<file path="src/hw/rtl/bde_pkg.sv">
// Shared types and constants for the button debounce event detector.
`default_nettype none

package bde_pkg;

    localparam int MAX_BTN    = 4;
    localparam int TIME_W     = 32;
    localparam int LONG_W     = 16;
    localparam int DB_W       = 8;
    localparam int EVT_W      = 4;
    localparam int CFG_IDX_W  = 3;
    localparam int CFG_DATA_W = 16;

    localparam logic [DB_W-1:0]   DEBOUNCE_RESET = 8'd20;
    localparam logic [LONG_W-1:0] LONG_RESET     = 16'd1000;

    localparam logic [CFG_IDX_W-1:0] REG_DEBOUNCE = 3'd0;
    localparam logic [CFG_IDX_W-1:0] REG_LONG0    = 3'd1;
    localparam logic [CFG_IDX_W-1:0] REG_LONG3    = 3'd4;

    localparam logic [EVT_W-1:0] EVT_PRESSED  = 4'b0001;
    localparam logic [EVT_W-1:0] EVT_RELEASED = 4'b0010;
    localparam logic [EVT_W-1:0] EVT_CLICK    = 4'b0100;
    localparam logic [EVT_W-1:0] EVT_LONG     = 4'b1000;

    typedef struct packed {
        logic              pressed;
        logic              evt;
        logic [EVT_W-1:0]  events;
        logic [TIME_W-1:0] ptime;
    } t_chan_stat;

endpackage

`default_nettype wire

</file>
<file path="src/hw/rtl/button_debounce_event_detector.sv">
// Top level: shared debounce, per-button event tracking and per-tick report.
//
//   channel | direction | handshake                  | beat
//   in      | sink      | i_in_valid / o_in_stall    | pin_levels, read_channel, read_clear
//   out     | source    | o_out_valid / i_out_stall  | mask, count, events, time, notify
//   cfg     | sink      | i_cfg_valid / o_cfg_ready  | index, data
//
// One beat per cycle sustained while the output is not stalled; a result passes
// through the input register, then the update logic into the output register.
// Synchronous active-low reset; no clearing pass, the block takes beats right away.
// Output stall holds the output register; the input register absorbs one more beat
// before o_in_stall rises.
`default_nettype none

module button_debounce_event_detector #(
    parameter int CHANNELS = 4
) (
    input  wire logic                              i_clk,
    input  wire logic                              i_rst_n,
    input  wire logic                              i_in_valid,
    output      logic                              o_in_stall,
    input  wire logic [3:0]                        i_pin_levels,
    input  wire logic [1:0]                        i_read_channel,
    input  wire logic                              i_read_clear,
    output      logic                              o_out_valid,
    input  wire logic                              i_out_stall,
    output      logic [3:0]                        o_pressed_mask,
    output      logic [2:0]                        o_pressed_count,
    output      logic [3:0]                        o_channel_events,
    output      logic [31:0]                       o_pressed_time,
    output      logic                              o_notify,
    input  wire logic                              i_cfg_valid,
    output      logic                              o_cfg_ready,
    input  wire logic [bde_pkg::CFG_IDX_W-1:0]     i_cfg_index,
    input  wire logic [bde_pkg::CFG_DATA_W-1:0]    i_cfg_data
);

    localparam int NCH = (CHANNELS < bde_pkg::MAX_BTN) ? CHANNELS : bde_pkg::MAX_BTN;

    logic                        r_in_valid;
    logic [3:0]                  r_levels;
    logic [1:0]                  r_ch;
    logic                        r_clr;

    logic [bde_pkg::TIME_W-1:0]  r_tick, n_tick;
    logic [3:0]                  r_raw_last;
    logic [bde_pkg::DB_W-1:0]    r_db_left, n_db_left;
    logic                        r_upd_pend;
    logic                        upd;
    logic [bde_pkg::DB_W-1:0]    r_db_ticks;
    logic [bde_pkg::LONG_W-1:0]  r_hold_limit [bde_pkg::MAX_BTN];

    logic                        r_out_valid;
    logic [3:0]                  r_mask;
    logic [2:0]                  r_count;
    logic [3:0]                  r_events;
    logic [31:0]                 r_ptime;
    logic                        r_notify;

    logic                        out_ready;
    logic                        adv;
    bde_pkg::t_chan_stat         stat [bde_pkg::MAX_BTN];
    logic [3:0]                  mask;
    logic [2:0]                  count;
    logic                        notify;
    logic [1:0]                  cfg_ch;

    assign out_ready  = !r_out_valid || !i_out_stall;
    assign adv        = r_in_valid && out_ready;
    assign o_in_stall = r_in_valid && !out_ready;
    assign o_cfg_ready = 1'b1;

    assign n_tick = r_tick + bde_pkg::TIME_W'(1);

    always_comb begin
        n_db_left = r_db_left;
        upd       = r_upd_pend;
        if (r_levels != r_raw_last) begin
            if (r_db_ticks == '0) begin
                n_db_left = '0;
                upd       = 1'b1;
            end else begin
                n_db_left = r_db_ticks;
            end
        end else if (r_db_left != '0) begin
            n_db_left = r_db_left - bde_pkg::DB_W'(1);
            if (n_db_left == '0) begin
                upd = 1'b1;
            end
        end
    end

    for (genvar c = 0; c < bde_pkg::MAX_BTN; c++) begin : g_chan
        if (c < NCH) begin : g_on
            bde_chan u_chan (
                .i_clk        (i_clk),
                .i_rst_n      (i_rst_n),
                .i_adv        (adv),
                .i_tick       (n_tick),
                .i_upd        (upd),
                .i_level      (r_levels[c]),
                .i_hold_limit (r_hold_limit[c]),
                .i_clr        (r_clr && (r_ch == 2'(c))),
                .o_stat       (stat[c])
            );
        end else begin : g_off
            assign stat[c] = '0;
        end
    end

    always_comb begin
        count  = '0;
        notify = 1'b0;
        for (int c = 0; c < bde_pkg::MAX_BTN; c++) begin
            mask[c] = stat[c].pressed;
            count   = count + 3'(stat[c].pressed);
            notify  = notify | stat[c].evt;
        end
    end

    assign cfg_ch = 2'(i_cfg_index - bde_pkg::REG_LONG0);

    always_ff @(posedge i_clk) begin
        if (!i_rst_n) begin
            r_db_ticks <= bde_pkg::DEBOUNCE_RESET;
            for (int c = 0; c < bde_pkg::MAX_BTN; c++) begin
                r_hold_limit[c] <= bde_pkg::LONG_RESET;
            end
        end else if (i_cfg_valid) begin
            if (i_cfg_index == bde_pkg::REG_DEBOUNCE) begin
                r_db_ticks <= i_cfg_data[bde_pkg::DB_W-1:0];
            end else if (i_cfg_index >= bde_pkg::REG_LONG0 &&
                         i_cfg_index <= bde_pkg::REG_LONG3 && (32'(cfg_ch) < NCH)) begin
                r_hold_limit[cfg_ch] <= i_cfg_data[bde_pkg::LONG_W-1:0];
            end
        end
    end

    always_ff @(posedge i_clk) begin
        if (!i_rst_n) begin
            r_in_valid <= 1'b0;
        end else if (!o_in_stall) begin
            r_in_valid <= i_in_valid;
        end
    end

    always_ff @(posedge i_clk) begin
        if (i_in_valid && !o_in_stall) begin
            r_levels <= i_pin_levels;
            r_ch     <= i_read_channel;
            r_clr    <= i_read_clear;
        end
    end

    always_ff @(posedge i_clk) begin
        if (!i_rst_n) begin
            r_tick     <= '0;
            r_raw_last <= '0;
            r_db_left  <= '0;
            r_upd_pend <= 1'b1;
        end else if (adv) begin
            r_tick     <= n_tick;
            r_raw_last <= r_levels;
            r_db_left  <= n_db_left;
            r_upd_pend <= 1'b0;
        end
    end

    always_ff @(posedge i_clk) begin
        if (!i_rst_n) begin
            r_out_valid <= 1'b0;
        end else if (out_ready) begin
            r_out_valid <= r_in_valid;
        end
    end

    always_ff @(posedge i_clk) begin
        if (adv) begin
            r_mask   <= mask;
            r_count  <= count;
            r_events <= stat[r_ch].events;
            r_ptime  <= stat[r_ch].ptime;
            r_notify <= notify;
        end
    end

    assign o_out_valid      = r_out_valid;
    assign o_pressed_mask   = r_mask;
    assign o_pressed_count  = r_count;
    assign o_channel_events = r_events;
    assign o_pressed_time   = r_ptime;
    assign o_notify         = r_notify;

endmodule

`default_nettype wire

</file>
<file path="src/hw/rtl/bde_chan.sv">
// Per-button state: long-press countdown, press timestamps and event flags.
`default_nettype none

module bde_chan (
    input  wire logic                        i_clk,
    input  wire logic                        i_rst_n,
    input  wire logic                        i_adv,
    input  wire logic [bde_pkg::TIME_W-1:0]  i_tick,
    input  wire logic                        i_upd,
    input  wire logic                        i_level,
    input  wire logic [bde_pkg::LONG_W-1:0]  i_hold_limit,
    input  wire logic                        i_clr,
    output bde_pkg::t_chan_stat              o_stat
);

    logic                        r_pressed, n_pressed;
    logic                        r_armed, n_armed;
    logic                        r_done, n_done;
    logic [bde_pkg::LONG_W-1:0]  r_left, n_left;
    logic [bde_pkg::TIME_W-1:0]  r_start, n_start;
    logic [bde_pkg::TIME_W-1:0]  r_end, n_end;
    logic [bde_pkg::EVT_W-1:0]   r_flags, n_flags;
    logic [bde_pkg::EVT_W-1:0]   flags_rep;
    logic                        long_evt;
    logic                        chg;

    always_comb begin
        n_pressed = r_pressed;
        n_armed   = r_armed;
        n_done    = r_done;
        n_left    = r_left;
        n_start   = r_start;
        n_end     = r_end;
        flags_rep = r_flags;
        long_evt  = 1'b0;
        chg       = 1'b0;

        // long-press countdown runs before the debounced update
        if (r_armed) begin
            if (r_left <= bde_pkg::LONG_W'(1)) begin
                n_armed = 1'b0;
                n_left  = '0;
                if (r_pressed) begin
                    n_done    = 1'b1;
                    flags_rep = flags_rep | bde_pkg::EVT_LONG;
                    long_evt  = 1'b1;
                end
            end else begin
                n_left = r_left - bde_pkg::LONG_W'(1);
            end
        end

        if (i_upd && (i_level != r_pressed)) begin
            chg = 1'b1;
            if (i_level) begin
                n_start   = i_tick;
                n_done    = 1'b0;
                flags_rep = flags_rep | bde_pkg::EVT_PRESSED;
                n_left    = i_hold_limit;
                n_armed   = 1'b1;
                n_pressed = 1'b1;
            end else begin
                n_end   = i_tick;
                n_armed = 1'b0;
                n_left  = '0;
                if (n_done) begin
                    flags_rep = flags_rep | bde_pkg::EVT_RELEASED;
                end else begin
                    flags_rep = flags_rep | bde_pkg::EVT_RELEASED | bde_pkg::EVT_CLICK;
                end
                n_pressed = 1'b0;
            end
        end

        n_flags = i_clr ? '0 : flags_rep;

        o_stat.pressed = n_pressed;
        o_stat.evt     = long_evt | chg;
        o_stat.events  = flags_rep;
        o_stat.ptime   = n_pressed ? (i_tick - n_start) : (n_end - n_start);
    end

    always_ff @(posedge i_clk) begin
        if (!i_rst_n) begin
            r_pressed <= 1'b0;
            r_armed   <= 1'b0;
            r_done    <= 1'b0;
            r_left    <= '0;
            r_start   <= '0;
            r_end     <= '0;
            r_flags   <= '0;
        end else if (i_adv) begin
            r_pressed <= n_pressed;
            r_armed   <= n_armed;
            r_done    <= n_done;
            r_left    <= n_left;
            r_start   <= n_start;
            r_end     <= n_end;
            r_flags   <= n_flags;
        end
    end

endmodule

`default_nettype wire

</file>
<file path="config.mk">
export PLATFORM = sky130hd
export DESIGN_NAME = button_debounce_event_detector
export DESIGN_NICKNAME = d
export VERILOG_FILES = /design/src/hw/rtl/bde_pkg.sv /design/src/hw/rtl/button_debounce_event_detector.sv /design/src/hw/rtl/bde_chan.sv
export SDC_FILE = /design/constraint.sdc
export NUM_CORES = 2
export LEC_CHECK = 0
export BUFFER_PORTS_ARGS = -buffer_cell sky130_fd_sc_hd__buf_4
export CAP_MARGIN = 40
export CORE_MARGIN = 1.5
export CORE_UTILIZATION = 50
export DETAILED_ROUTE_END_ITERATION = 16
export PLACE_DENSITY_LB_ADDON = 0.3
export RECOVER_POWER = 100
export SYNTH_ARGS = -nofsm -noshare
export SYNTH_HDL_FRONTEND = slang
export SYNTH_HIERARCHICAL = 1
export SYNTH_SLANG_ARGS = --single-unit
</file>
<file path="constraint.sdc">
create_clock -name i_clk -period 18.3 [get_ports i_clk]
set_clock_uncertainty 0.15 [all_clocks]
set_input_delay 0 -clock i_clk [delete_from_list [all_inputs] [get_ports i_clk]]
set_output_delay 0 -clock i_clk [all_outputs]
set_load 0.1 [all_outputs]
</file>
# After elaboration in Yosys (flattened, before gate mapping)
# Memory sizes are Yosys's and may differ from the RTL's.
# Index checks and enable logic that the tools add are counted.
# totals
ram_bits,64
word_cells,258
register_bits,454
output_inout_bits,47
mem_count,1
# op_classes
n_bitwise,8
muxes,139
n_eq_ne,8
add_sub_neg,18
order_cmp,7
reduce_logical,34
# mem_list
memory,depth,width,read_ports,rd_ports_with_merged_regs,wr,line_no,text
r_hold_limit,4,16,4,0,4,button_debounce_event_detector.sv:51,logic [bde_pkg::LONG_W-1:0] r_hold_limit [bde_pkg::MAX_BTN];
# ops
operator,n
two-way mux 32 bit,20
two-way mux 16 bit,17
subtractor 32 bit,8
binary-select mux 38 bit (select 2 bit),1
two-way mux 36 bit,2
two-way mux 1 bit,67
less-or-equal comparator 16 x 1 -> 1 bit (second input constant),4
two-way mux 4 bit,16
subtractor 16 x 1 -> 16 bit (second input constant),4
two-way mux 3 bit,12
adder 32 x 1 -> 32 bit (second input constant),1
two-way mux 8 bit,3
zero test 8 bit,2
OR reduction 16 bit,1
logical AND 1 bit,12
AND reduction 2 bit,6
nonzero test 2 bit,5
nonzero test 8 bit,1
subtractor 8 x 1 -> 8 bit (second input constant),1
OR 1 bit,7
== test 2 bit (second input constant),2
zero test 1 bit,4
inequality test 1 bit,4
inequality test 4 bit,1
13 further kinds,13

# Longest topological paths before layout
# depth
word_depth,12
mapped_depth,22
depth_no_buf,20

# Hierarchy
# Netlist, hierarchy kept.
# modules_own_cells
module,cells_each,instances,seq_area_each_um2,area_per_inst_um2
bde_chan (g_chan[0].g_on.u_chan ...),796,2,1741.7,6278.5
button_debounce_event_detector,665,1,4554.4,8096.5
bde_chan (g_chan[3].g_on.u_chan),789,1,1741.7,6231.0
bde_chan (g_chan[2].g_on.u_chan),790,1,1741.7,6132.1

# Worst setup path after synthesis
# No wires, ideal clock.
# synth_path
kind,register to register
startpoint,reg r_db_left[1] in the netlist's numbering
endpoint,"reg r_ptime[28], in the netlist o_pressed_time[28], data pin"
arrival_time_ps,5946
n_path_buf,4
setup_ps,272
slack_ps,11932
stages_incl_launch_ff,23
path_cell_list,dfxtp_1 -> inv_1 -> ha_1 -> buf_2 -> or4b_2 -> o22ai_1 -> o211ai_1 -> o21ai_0 -> nand2_1 -> nor2_1 -> clkbuf_1 -> clkbuf_1 -> mux2i_1 -> ha_1 -> clkbuf_1 -> a21oi_1 -> o21ai_0 -> o31a_1 -> o22a_1 -> o2111ai_1 -> mux2i_1 -> o221ai_1 -> mux4_2
# synth_rtl
element,line_no,text
start: declaration,button_debounce_event_detector.sv:47,"logic [bde_pkg::DB_W-1:0] r_db_left, n_db_left;"
start signal: assignment,button_debounce_event_detector.sv:164,r_db_left <= n_db_left;
end signal: assignment,button_debounce_event_detector.sv:182,r_ptime <= stat[r_ch].ptime;
end: declaration,button_debounce_event_detector.sv:57,logic [31:0] r_ptime;

==> impl_metrics.csv <==
group,metric,value,unit
yosys,synth_top_cells_by_count,"nand2_1, dfxtp_1, a21boi_0, nor2_1, a21oi_1",
yosys,yosysSeqAreaShare,0.349,
placed_design,gp_congestion,0.953,
cts,path_clk_slew,0.07,ns
pwr,p_total,3060,uW
routing,wl,92700,um
sta,tns,0,ns
global_route,grt_pass1_wl,146000,um
global_route,antenna_found_initial,3,
cts,cts_num_sinks,518,
routing,drt_iter0_drc,2434,
critical_path,reg2regPathDepth,18,
cts,cts_tree,"yes",
layout,n_antenna_cell,0,
placed_design,pre_cts_slack,11.67,ns
global_route,grtUsageTotal,0.270,
yosys,ys_seq_elements,518,
cts,postCtsHoldBufs,50,
global_route,grt_pass1_vias,26700,
pwr,peakVddDrop,0.0808,mV
sta,worst_pin_slew,5.63,ns
routing,postRouteAntennaNets,0,
yosys,yosysMostFrequentCell,"nand2_1",
yosys,yosysTopAreaCellShare,0.244,
sta,min_period_over_period,0.517,
critical_path,start_kind,"flop",
cts,clk_latency,0.66,ns
yosys,yosysUniqueCellTypes,102,
layout,drive_gt1_frac,0.107,
yosys,synth_cells,3836,
sta,maxSlewHeadroom,-2.75,
global_route,grt_remaining_overflow,0,
floorplanning,dieWidth,260,um
routing,first_pass_iters,6,
critical_path,cp-end-kind,"flop",
floorplanning,core_area,65500,um^2
sta,slew_viol_final,486,
routing,avgRoutedWirePerCell,19.4,um
cts,cts_max_path_buffers,3,
placed_design,io_buffers,76,
pwr,leakage,0.0141,uW
cts,cts-htree-levels,2,
yosys,yosys_warnings,6,
routing,via_per_inst,5.95,
sta,hold_slack,0.0502,ns
cts,postCtsSetupRepairBufs,0,
yosys,synth.area.top_cells,"dfxtp_1, edfxtp_1, nand2_1, a21boi_0, ha_1",
worst_hold_path,holdCritPathClass,"input port to flop",
yosys,synthesis.nets,4011,
cts,cts.root.buffer_cell,"clkbuf_16",
critical_path,required,18.54,ns
placed_design,dpl.hpwl,66100,um
layout,stdcell_area,36600,um^2
job,cap_violations,10,
global_route,grt_max_degree,226,
sta,worst_slack,8.84,ns
yosys,synth.cell_area,33000,um^2
status,violations,"max-capacitance violations, max-slew violations",
critical_path,worstSetupPathType,"flop to flop",
floorplanning,initial_utilization,0.504,
layout,areaGrowthSynthToFinish,10.9,%
floorplanning,die_h,260,um
yosys,synth_edf_count,115,
routing,vias,28400,
placed_design,place_area,34400,um^2
pwr,power-per-cell-area,83.6,nW/um^2
worst_hold_path,whs_path_depth,4,
floorplanning,row_count,94,
layout,fin_nets,4040,
sta,fmax,0.106,GHz
yosys,async_reset_ff_frac,0,
status,status,"finished, violations left",
floorplanning,die_area,67600,um^2
cts,post_cts_resized,0,
yosys,syn_avg_cell_area,8.61,um^2
sta,hold_viol_final,0,
yosys,ys.flop_type,"dfxtp_1",
yosys,synth_top_cell_by_area,"dfxtp_1",
critical_path,arrival,9.71,ns
sta,rsz0062_at_grt,"false",
sta,min_period,9.46,ns
critical_path,worstPathMaxFanout,33,
sta,finalSetupViolCount,0,
cts,numCtsBuffers,58,
floorplanning,pin_count,78,
routing,drc_errors,0,
## path summary, 6_finish.rpt
kind / startpoint / end / slack [ns]
worst max-delay path: r_levels[0] / o_pressed_time[28] / 8.84
worst min register to register: g_chan[3].g_on.u_chan/r_end[9] / g_chan[3].g_on.u_chan/r_end[9] / 0.31
worst min-delay path: i_cfg_index[2] / r_db_ticks[1] / 0.05
worst max register to register: r_levels[0] / o_pressed_time[28] / 8.84
## through the flow
| stage | std cells | util |
|---|---|---|
| global route | 4777 | 0.559 |
| global placement | 4613 | 0.524 |
| finish | 4777 | 0.559 |
| CTS | 4777 | 0.564 |
| detailed placement | 4619 | 0.525 |
| floorplan | 3836 | - |
## flip-flops by register name (all words and copies together), names as in the netlist, 2 cells and up
signal / cells
g_chan.g_on.u_chan/r_armed: 4
g_chan.g_on.u_chan/r_done: 4
g_chan.g_on.u_chan/r_end: 128
g_chan.g_on.u_chan/r_flags: 16
g_chan.g_on.u_chan/r_left: 64
g_chan.g_on.u_chan/r_pressed: 4
g_chan.g_on.u_chan/r_start: 128
o_channel_events: 4
o_pressed_count: 3
o_pressed_mask: 4
o_pressed_time: 32
r_ch: 2
r_db_left: 8
r_db_ticks: 8
r_hold_limit: 64
r_levels: 4
r_raw_last: 4
r_tick: 32
## power breakdown
group	internal (uW)	switching [uW]
clock network	729	509
registers	1210	24.5
logic	213	380
## area by class of cell
cell class / instances / area [um^2]
clock buffers: 86 / 1730
well taps: 864 / 1080
clock inverters: 22 / 328
multi-input cells: 3030 / 20400
fillers: 5928 / 28900
inverters: 63 / 238
repair buffers: 194 / 1370
flip-flops and latches: 518 / 11500
## logic make-up after synthesis
logic type	synth area share
AND/OR/NAND/NOR	0.202
AO/OA/AOI/OAI	0.203
flip-flops	0.349
multiplexers	0.109
buffers and inverters	0.0359
XOR/XNOR	0.0448
adder cells (fa/ha/maj)	0.0557
other	0.000114
## worst max-delay path: stages (launching register included)
cell and delay, ns:
edfxtp_1 0.52, xnor2_1 0.20, nand4_1 0.45, nor4b_1 0.50
o211ai_1 0.13, o21ai_0 0.52, clkbuf_1 0.72, nand2_1 0.19
nor2_1 0.90, clkbuf_1 1.86, mux2i_1 0.41, fa_1 0.58
a21o_1 0.22, a221o_1 0.37, a21oi_1 0.38, o31ai_1 0.24
a31oi_1 0.25, xnor2_1 0.10, mux4_2 0.45
## layer usage
| layer | vias to the layer above | global-route usage | routed length, um |
|---|---|---|---|
| met5 | - | 0 | 8 |
| met1 | 13600 | 0.388 | 43000 |
| met4 | 2 | 0.0759 | 2270 |
| met2 | 901 | 0.411 | 40300 |
| li1 | 13700 | - | - |
| met3 | 137 | 0.0505 | 7220 |
## cell usage in the layout, fill, tap and decap left out, drive strengths merged, types with 61 or more instances in the layout
cell / synthesis / layout
mux2: 127 / 127
a21oi: 198 / 198
nand2b: 66 / 66
mux2i: 136 / 136
buf: 59 / 72
ha: 139 / 139
nand3: 68 / 68
edfxtp: 115 / 115
nand2: 735 / 735
clkbuf: 166 / 158
and2: 80 / 80
inv: 62 / 61
a21boi: 275 / 275
dfxtp: 403 / 403
o21ai: 196 / 196
nor3: 67 / 67
xnor2: 112 / 112
nor2: 190 / 190
Note: power is estimated with default switching activity, not from simulation.
